===== config.mk =====
export PLATFORM = sky130hd
export DESIGN_NAME = wildcard_glob_match
export DESIGN_NICKNAME = d
export VERILOG_FILES = /design/src/rtl/wgm_pkg.sv /design/src/rtl/wildcard_glob_match.sv /design/src/rtl/wgm_cell.sv
export SDC_FILE = /design/constraint.sdc
export NUM_CORES = 1
export LEC_CHECK = 0
export ABC_AREA = 0
export BUFFER_PORTS_ARGS = -buffer_cell sky130_fd_sc_hd__clkbuf_2
export CAP_MARGIN = 40
export CORE_ASPECT_RATIO = 0.8
export CORE_UTILIZATION = 64
export DETAILED_ROUTE_END_ITERATION = 10
export GPL_TIMING_DRIVEN = 0
export PLACE_DENSITY = 0.86
export SETUP_SLACK_MARGIN = 0.1
export SYNTH_ARGS = -nofsm -noshare
export SYNTH_HDL_FRONTEND = slang
export SYNTH_SLANG_ARGS = --single-unit

===== constraint.sdc =====
create_clock -name clk_i -period 5.3 [get_ports clk_i]
set_input_delay 0.53 -clock clk_i [delete_from_list [all_inputs] [get_ports clk_i]]
set_output_delay 0.53 -clock clk_i [all_outputs]
set_load 0.01 [all_outputs]

===== src/rtl/wgm_pkg.sv =====
package wgm_pkg;

  localparam int unsigned PATTERN_MAX = 64;
  localparam int unsigned LEN_W       = $clog2(PATTERN_MAX + 1);

  localparam logic [7:0] STAR_BYTE  = 8'h2A;
  localparam logic [7:0] QMARK_BYTE = 8'h3F;
  localparam logic [7:0] UPPER_A    = 8'h41;
  localparam logic [7:0] UPPER_Z    = 8'h5A;
  localparam logic [7:0] CASE_BIT   = 8'h20;

  typedef enum logic [1:0] {
    FUNC_CLEAR  = 2'd0,
    FUNC_APPEND = 2'd1,
    FUNC_SUBJ   = 2'd2,
    FUNC_QUERY  = 2'd3
  } func_e;

  // broadcast from the top level to every cell
  typedef struct packed {
    logic       step;     // subject byte accepted, advance the position set
    logic       start;    // this byte opens a new subject string
    logic [7:0] sub;      // folded subject byte
    logic [7:0] wr_byte;  // raw pattern byte being appended
    logic       lead;     // every stored pattern byte so far is a star
  } cell_ctrl_t;

  function automatic logic [7:0] fold_case(input logic [7:0] b);
    logic [7:0] r;
    r = b;
    if (b >= UPPER_A && b <= UPPER_Z) begin
      r = b | CASE_BIT;
    end
    return r;
  endfunction

endpackage


===== src/rtl/wildcard_glob_match.sv =====
// wildcard (glob) matcher, case-insensitive for ascii letters
// input stream: each beat carries a command in s_axis_tuser_i: clear pattern,
// append pattern byte, subject byte, or empty-subject query. the byte rides in
// s_axis_tdata_i, and s_axis_tlast_i marks the final byte of a subject string.
// output stream: one beat per finished subject (subject byte with tlast) and
// per empty-subject query; tdata bit 0 is the match, tuser flags an overflowed
// pattern (match then forced low). other commands give no output beat.
// the pattern lives in a row of cells, one per pattern position; each cell
// keeps its pattern byte and its bit of the nfa state. a subject byte updates
// every cell in the cycle it is accepted, with star closure rippling cell to
// cell like a carry chain, so one beat is taken per cycle while s_axis_tready_o is high.
// the result beat is registered and appears in the cycle after the closing input beat.
// the output register decouples the two sides: a new beat is taken whenever
// the output register is empty or being drained in the same cycle; if the
// receiver stalls with a result pending, s_axis_tready_o drops until it drains.
// reset: empty pattern, no overflow, no pending output, next byte opens a
// new subject string. pattern bytes themselves are not cleared.
module wildcard_glob_match (
  input  logic       clk_i,
  input  logic       rst_ni,
  input  logic       s_axis_tvalid_i,
  output logic       s_axis_tready_o,
  input  logic [7:0] s_axis_tdata_i,   // [7:0] char_byte
  input  logic [1:0] s_axis_tuser_i,   // [1:0] func
  input  logic       s_axis_tlast_i,   // last byte of a subject
  output logic       m_axis_tvalid_o,
  input  logic       m_axis_tready_i,
  output logic [7:0] m_axis_tdata_o,   // [0] matched, [7:1] zero
  output logic       m_axis_tuser_o    // [0] pattern_overflow
);
  import wgm_pkg::*;

  logic [LEN_W-1:0] len_q;
  logic             ovf_q;
  logic             all_star_q;  // pattern is empty or only stars
  logic             start_q;     // next subject byte opens a string
  logic             m_valid_q;
  logic             matched_q;
  logic             ovf_out_q;

  logic             accept;
  func_e            func;
  cell_ctrl_t       ctrl;
  logic             full;

  logic [PATTERN_MAX:0]   carry_w;
  logic [PATTERN_MAX:0]   fwd_w;
  logic [PATTERN_MAX-1:0] hit_w;
  logic                   tail_hit;
  logic                   subj_hit;

  assign func   = func_e'(s_axis_tuser_i);
  assign accept = s_axis_tvalid_i & s_axis_tready_o;
  assign full   = (len_q == LEN_W'(PATTERN_MAX));

  assign s_axis_tready_o = ~m_valid_q | m_axis_tready_i;

  assign ctrl.step    = accept & (func == FUNC_SUBJ);
  assign ctrl.start   = start_q;
  assign ctrl.sub     = fold_case(s_axis_tdata_i);
  assign ctrl.wr_byte = s_axis_tdata_i;
  assign ctrl.lead    = all_star_q;

  // no transition enters the chain from the left of position zero
  assign carry_w[0] = 1'b0;
  assign fwd_w[0]   = 1'b0;

  for (genvar g = 0; g < PATTERN_MAX; g++) begin : g_cell
    wgm_cell u_cell (
      .clk_i   (clk_i),
      .rst_ni  (rst_ni),
      .ctrl_i  (ctrl),
      .wr_en_i (accept & (func == FUNC_APPEND) & (len_q == LEN_W'(g))),
      .en_i    (len_q > LEN_W'(g)),
      .tail_i  (len_q == LEN_W'(g)),
      .carry_i (carry_w[g]),
      .fwd_i   (fwd_w[g]),
      .carry_o (carry_w[g+1]),
      .fwd_o   (fwd_w[g+1]),
      .hit_o   (hit_w[g])
    );
  end

  // end position of a full store sits past the last cell
  assign tail_hit = full & (carry_w[PATTERN_MAX] | fwd_w[PATTERN_MAX]);
  assign subj_hit = (|hit_w) | tail_hit;

  always_ff @(posedge clk_i or negedge rst_ni) begin
    if (!rst_ni) begin
      len_q      <= '0;
      ovf_q      <= 1'b0;
      all_star_q <= 1'b1;
      start_q    <= 1'b1;
      m_valid_q  <= 1'b0;
      matched_q  <= 1'b0;
      ovf_out_q  <= 1'b0;
    end else begin
      if (m_axis_tready_i) begin
        m_valid_q <= 1'b0;
      end
      if (accept) begin
        case (func)
          FUNC_CLEAR: begin
            len_q      <= '0;
            ovf_q      <= 1'b0;
            all_star_q <= 1'b1;
            start_q    <= 1'b1;
          end
          FUNC_APPEND: begin
            if (full) begin
              ovf_q <= 1'b1;
            end else begin
              len_q      <= len_q + LEN_W'(1);
              all_star_q <= all_star_q & (s_axis_tdata_i == STAR_BYTE);
            end
            start_q <= 1'b1;
          end
          FUNC_SUBJ: begin
            start_q <= s_axis_tlast_i;
            if (s_axis_tlast_i) begin
              m_valid_q <= 1'b1;
              matched_q <= ~ovf_q & subj_hit;
              ovf_out_q <= ovf_q;
            end
          end
          FUNC_QUERY: begin
            // empty subject: matches an empty or all-star pattern
            start_q   <= 1'b1;
            m_valid_q <= 1'b1;
            matched_q <= ~ovf_q & all_star_q;
            ovf_out_q <= ovf_q;
          end
          default: begin
            start_q <= 1'b1;
          end
        endcase
      end
    end
  end

  assign m_axis_tvalid_o = m_valid_q;
  assign m_axis_tdata_o  = {7'd0, matched_q};
  assign m_axis_tuser_o  = ovf_out_q;

endmodule


===== src/rtl/wgm_cell.sv =====
module wgm_cell (
  input  logic                clk_i,
  input  logic                rst_ni,
  input  wgm_pkg::cell_ctrl_t ctrl_i,
  input  logic                wr_en_i,   // append lands in this cell
  input  logic                en_i,      // position lies inside the pattern
  input  logic                tail_i,    // position equals the pattern length
  input  logic                carry_i,   // star closure from the left
  input  logic                fwd_i,     // consuming move from the left
  output logic                carry_o,
  output logic                fwd_o,
  output logic                hit_o
);
  import wgm_pkg::*;

  logic [7:0] pat_q;
  logic       star_q;
  logic       qmark_q;
  logic       lead_q;
  logic       act_q;
  logic       act_d;
  logic       cur;
  logic       self_loop;

  // position set seen by this byte
  assign cur       = ctrl_i.start ? lead_q : act_q;
  assign self_loop = en_i & cur & star_q;
  assign fwd_o     = en_i & cur & ~star_q & (qmark_q | (pat_q == ctrl_i.sub));
  assign act_d     = self_loop | fwd_i | carry_i;
  assign carry_o   = en_i & star_q & act_d;
  assign hit_o     = tail_i & act_d;

  always_ff @(posedge clk_i) begin
    if (wr_en_i) begin
      pat_q   <= fold_case(ctrl_i.wr_byte);
      star_q  <= (ctrl_i.wr_byte == STAR_BYTE);
      qmark_q <= (ctrl_i.wr_byte == QMARK_BYTE);
      lead_q  <= ctrl_i.lead;
    end
  end

  always_ff @(posedge clk_i or negedge rst_ni) begin
    if (!rst_ni) begin
      act_q <= 1'b0;
    end else if (ctrl_i.step) begin
      act_q <= act_d;
    end
  end

endmodule

==> impl_metrics.env <==
export IMPL_cellInternalPower_w=0.0103
export IMPL_tritoncts="done"
export IMPL_post_synthesis_cells=2901
export IMPL_max_freq_mhz=176
export IMPL_number_of_buffers_inserted_by_hold_repair_at_cts=0
export IMPL_grt_first_pass_wirelength_um=190000
export IMPL_critical_path_class="flip-flop to flip-flop"
export IMPL_final_min_clock_period_ps=5670
export IMPL_regToRegStartpoint="len_q[5]"
export IMPL_clock_tree_htree_level_count=3
export IMPL_clock_sinks=781
export IMPL_drt_pass1_iter_count=6
export IMPL_path_delay_family="compound AO/OA/AOI/OAI gates"
export IMPL_floorplan_die_height_um=217
export IMPL_seq_power_share=0.500
export IMPL_slowest_delay_ps=450
export IMPL_clock_latency_ps=660
export IMPL_hold_class="input port to asynchronous set/reset pin"
export IMPL_tritoncts_num_buffers=76
export IMPL_power_density_mw_per_mm2=313
export IMPL_layout_drive_gt1_share=0.194
export IMPL_max_slew_worst_pin_slew_ps=994
export IMPL_power_share_switching=0.248
export IMPL_critical_path_required_ps=5790
export IMPL_power_leakage_nw=14.9
export IMPL_hpwl_um=90400
export IMPL_clkPwrFrac=0.398
export IMPL_synth_warning_count=0
export IMPL_remaining_drc_errors=0
export IMPL_final_hold_viol_count=0
export IMPL_synth_edf_count=704
export IMPL_rr_endpoint="matched_q"
export IMPL_timing_reg2reg_setup_slack_ps=-370
export IMPL_run_status="complete, but fails checks"
export IMPL_fill_cells=3391
export IMPL_combinationalPowerShare=0.102
export IMPL_boundaryPins=26
export IMPL_cts_root_buffer_cell="sky130_fd_sc_hd__clkbuf_16"
export IMPL_crit_buf_inv=2
export IMPL_layout_area_seq_sq_mm=0.0231
export IMPL_place_ws_ps=-2440
export IMPL_critical_path_cell_chain="clkbuf_4 -> nor4_4 -> buf_4 -> o21ai_0 -> a31oi_2 -> o41ai_2 -> and3b_1 -> a211oi_4 -> a311o_1 -> nor3b_4 -> or3_4 -> a211o_4 -> nor4bb_4 -> a211o_1 -> a2111oi_4 -> nand3_2 -> a221oi_4 -> a31oi_2"
export IMPL_via_count=28233
export IMPL_global_route_overflow_total=0
export IMPL_initial_utilization=0.650
export IMPL_gr_usage_all_layers=0.452
export IMPL_vias_per_cell=7.10
export IMPL_wl_per_cell_um=33.4
export IMPL_synth_async_reset_ratio=0.0986
export IMPL_maximum_number_of_pins_on_one_net_before_global_route_repair=67
export IMPL_postPlaceCellArea_sq_mm=0.0392
export IMPL_antenna_violating_nets_left=0
export IMPL_synthesis_area_per_instance_sq_um=12.8
export IMPL_setup_viol=2
export IMPL_synth_main_ff_cell="sky130_fd_sc_hd__edfxtp_1"
export IMPL_antenna_found_initial=5
export IMPL_final_design_area_no_fill_sq_mm=0.0435
export IMPL_setup_worst_path_start_class="flip-flop"
export IMPL_crit_path_end_kind="flip-flop"
export IMPL_p_sw_w=0.00338
export IMPL_timing_final_max_slew_violations=0
export IMPL_ir_worst_vdd_uv=376
export IMPL_floorplan_die_area_sq_mm=0.0589
export IMPL_fin_nets=3176
export IMPL_totalWireLength_um=133000
export IMPL_cts_buffer_depth=3
export IMPL_multi_input_comb_area_sq_mm=0.0141
export IMPL_fp_coreArea_sq_mm=0.0570
export IMPL_yosys_register_bits=781
export IMPL_synth_cell_type_count=102
export IMPL_maxCapViolations=0
export IMPL_finalWorstSetupSlack_ps=-367
export IMPL_dr_first_iter_drc_count=4784
export IMPL_grt_pass1_vias=27551
export IMPL_rsz0062_at_grt="yes"
export IMPL_clock_input_transition_at_the_sequential_cells_of_the_worst_setup_and_hold_paths_ps=70
export IMPL_synth_yosys_seq_area_share=0.623
export IMPL_critical_path_most_common_cell="sky130_fd_sc_hd__a31oi_2"
export IMPL_floorplan_die_width_um=271
export IMPL_synth_cell_area_sq_mm=0.0371
export IMPL_maxSlewHeadroom=0.331
export IMPL_critPathSlowestCell="sky130_fd_sc_hd__or3_4"
export IMPL_final_setup_skew_ps=40.4
export IMPL_area_growth_synth_to_final_pct=17.4
export IMPL_path_max_fanout=10
export IMPL_cp_data_arrival_time_ps=6160
export IMPL_ff2ff_path_depth=18
export IMPL_gp_congestion=1.05
export IMPL_core_rowCount=78
export IMPL_finalCritPeriodShare=1.07
export IMPL_violations_in_the_final_reports="setup timing"
export IMPL_buffer_ports_inserted=16
[placed cells by master, fill, tap and decap left out, types with 19 or more instances in the layout]
cell type,n
sky130_fd_sc_hd__buf_2,37
sky130_fd_sc_hd__clkbuf_1,51
sky130_fd_sc_hd__o211ai_1,35
sky130_fd_sc_hd__nand3_1,49
sky130_fd_sc_hd__nor4_1,59
sky130_fd_sc_hd__buf_6,27
sky130_fd_sc_hd__inv_1,36
sky130_fd_sc_hd__nand2b_1,20
sky130_fd_sc_hd__xnor2_1,234
sky130_fd_sc_hd__a211oi_1,20
sky130_fd_sc_hd__dfrtp_1,71
sky130_fd_sc_hd__clkbuf_16,81
sky130_fd_sc_hd__mux2_2,25
sky130_fd_sc_hd__a31oi_1,20
sky130_fd_sc_hd__and2_1,23
sky130_fd_sc_hd__clkbuf_2,20
sky130_fd_sc_hd__mux2i_1,44
sky130_fd_sc_hd__clkbuf_4,19
sky130_fd_sc_hd__a21oi_1,60
sky130_fd_sc_hd__nand4_1,67
sky130_fd_sc_hd__o21ai_0,84
sky130_fd_sc_hd__nor2_1,163
sky130_fd_sc_hd__nor3_1,63
sky130_fd_sc_hd__buf_4,153
sky130_fd_sc_hd__xor2_1,241
sky130_fd_sc_hd__or4_1,22
sky130_fd_sc_hd__o21a_1,23
sky130_fd_sc_hd__or2_2,19
sky130_fd_sc_hd__nand2_1,215
sky130_fd_sc_hd__edfxtp_1,704
[routing by layer]
metal,track usage,up-vias,share of wire
li1,-,11411,-
met3,0.153,450,0.15
met4,0.159,6,0.044
met2,0.653,2498,0.42
met1,0.639,13868,0.38
met5,0,-,0.00032
[cell type report]
class                      instances  share of cell area
multi-input combinational       1922               0.324
antenna                            2            0.000115
clock inverter                    37             0.00834
sequential                       781               0.531
inverter                          40             0.00388
clock buffer                      98              0.0471
tap                              760              0.0219
timing repair buffer             175              0.0386
buffer                           161              0.0260
[worst reg2reg max path: cells and delay by family, from the launching register on]
family	cells	cell delay, ps
AOI/OAI and AO/OA	10	3140
DFF	1	410
and+or+nand+nor	6	1470
buffers and inverters	2	500
[synthesized netlist by cell type, drive strengths merged, types with 13 or more instances]
| library cell | instances | area, sq um |
|---|---|---|
| a21oi | 74 | 382 |
| o21ai | 108 | 544 |
| o21a | 23 | 173 |
| and3 | 13 | 81.3 |
| dfrtp | 75 | 1880 |
| or3 | 16 | 110 |
| or4 | 22 | 165 |
| nor2 | 171 | 647 |
| mux2i | 45 | 450 |
| xor2 | 241 | 2110 |
| nand2b | 22 | 138 |
| or2 | 20 | 125 |
| nand2 | 221 | 830 |
| o31ai | 24 | 185 |
| nor2b | 18 | 113 |
| nand4 | 67 | 419 |
| nor4 | 71 | 444 |
| mux2 | 25 | 282 |
| o31a | 13 | 114 |
| a31oi | 30 | 194 |
| o211ai | 35 | 263 |
| clkbuf | 59 | 221 |
| and2 | 24 | 150 |
| edfxtp | 704 | 21100 |
| buf | 105 | 586 |
| nand3 | 51 | 255 |
| nor3 | 77 | 402 |
| inv | 40 | 150 |
| xnor2 | 234 | 2050 |
| a211oi | 30 | 260 |
[cells by family (layout without fill, tap and decap cells)]
family,Yosys count,after routing,share of synthesized area
simple gates,846,846,0.117
xor+xnor,475,475,0.112
compound gates,520,520,0.101
mux,70,70,0.0198
other cells,1,9,0.000101
flops,781,781,0.623
fa+ha+maj,4,4,0.00135
buf+inv,204,511,0.0258
[what timing repair did]
item,CTS,global route
pin swaps,37,26
gates resized for setup,265,72
setup buffers,44,13
gates cloned,1,0
endpoints found under the setup margin,50,9
endpoints found under the hold margin,0,0
[registers in the layout, indices dropped and copies added (netlist names)]
signal	cells
all_star_q	1
g_cell.u_cell.act_q	64
g_cell.u_cell.lead_q	64
g_cell.u_cell.pat_q	512
g_cell.u_cell.qmark_q	64
g_cell.u_cell.star_q	64
len_q	7
m_axis_tuser_o	1
m_axis_tvalid_o	1
matched_q	1
ovf_q	1
start_q	1
[metrics by stage]
stage                util  hold WS, ps  total power [W]  setup TNS, ps  std cells
finish              0.763         17.6           0.0136           -560       3976
global route        0.763         37.5           0.0138           -541       3974
CTS                 0.755         21.8           0.0135           -124       3952
global placement    0.669          448          0.00799        -695160       3683
floorplan               -          234          0.00753              0       2907
detailed placement  0.687          458          0.00805         -40170       3775
[worst max path at each step]
stage / from / end / slack (ps) / cells past startpoint
detailed placement: s_axis_tdata_i[4] / matched_q / -2440 / 21
global placement: s_axis_tdata_i[3] / g_cell[33].u_cell.star_q / -4710 / 9
finish: len_q[5] / matched_q / -370 / 18
global route: len_q[1] / matched_q / -310 / 22
floorplan: len_q[1] / matched_q / 390 / 23
CTS: len_q[1] / matched_q / -120 / 22
[power groups by stage]
stage / Combinational (W) / Sequential [W] / Clock [W]
after detailed placement: 0.00110 / 0.00694 / 0
after global placement: 0.00104 / 0.00695 / 0
after CTS: 0.00128 / 0.00682 / 0.00537
after floorplan: 0.000611 / 0.00692 / 0
final: 0.00139 / 0.00682 / 0.00543
after global routing: 0.00141 / 0.00682 / 0.00560
Note: power is estimated with default switching activity, not from simulation.
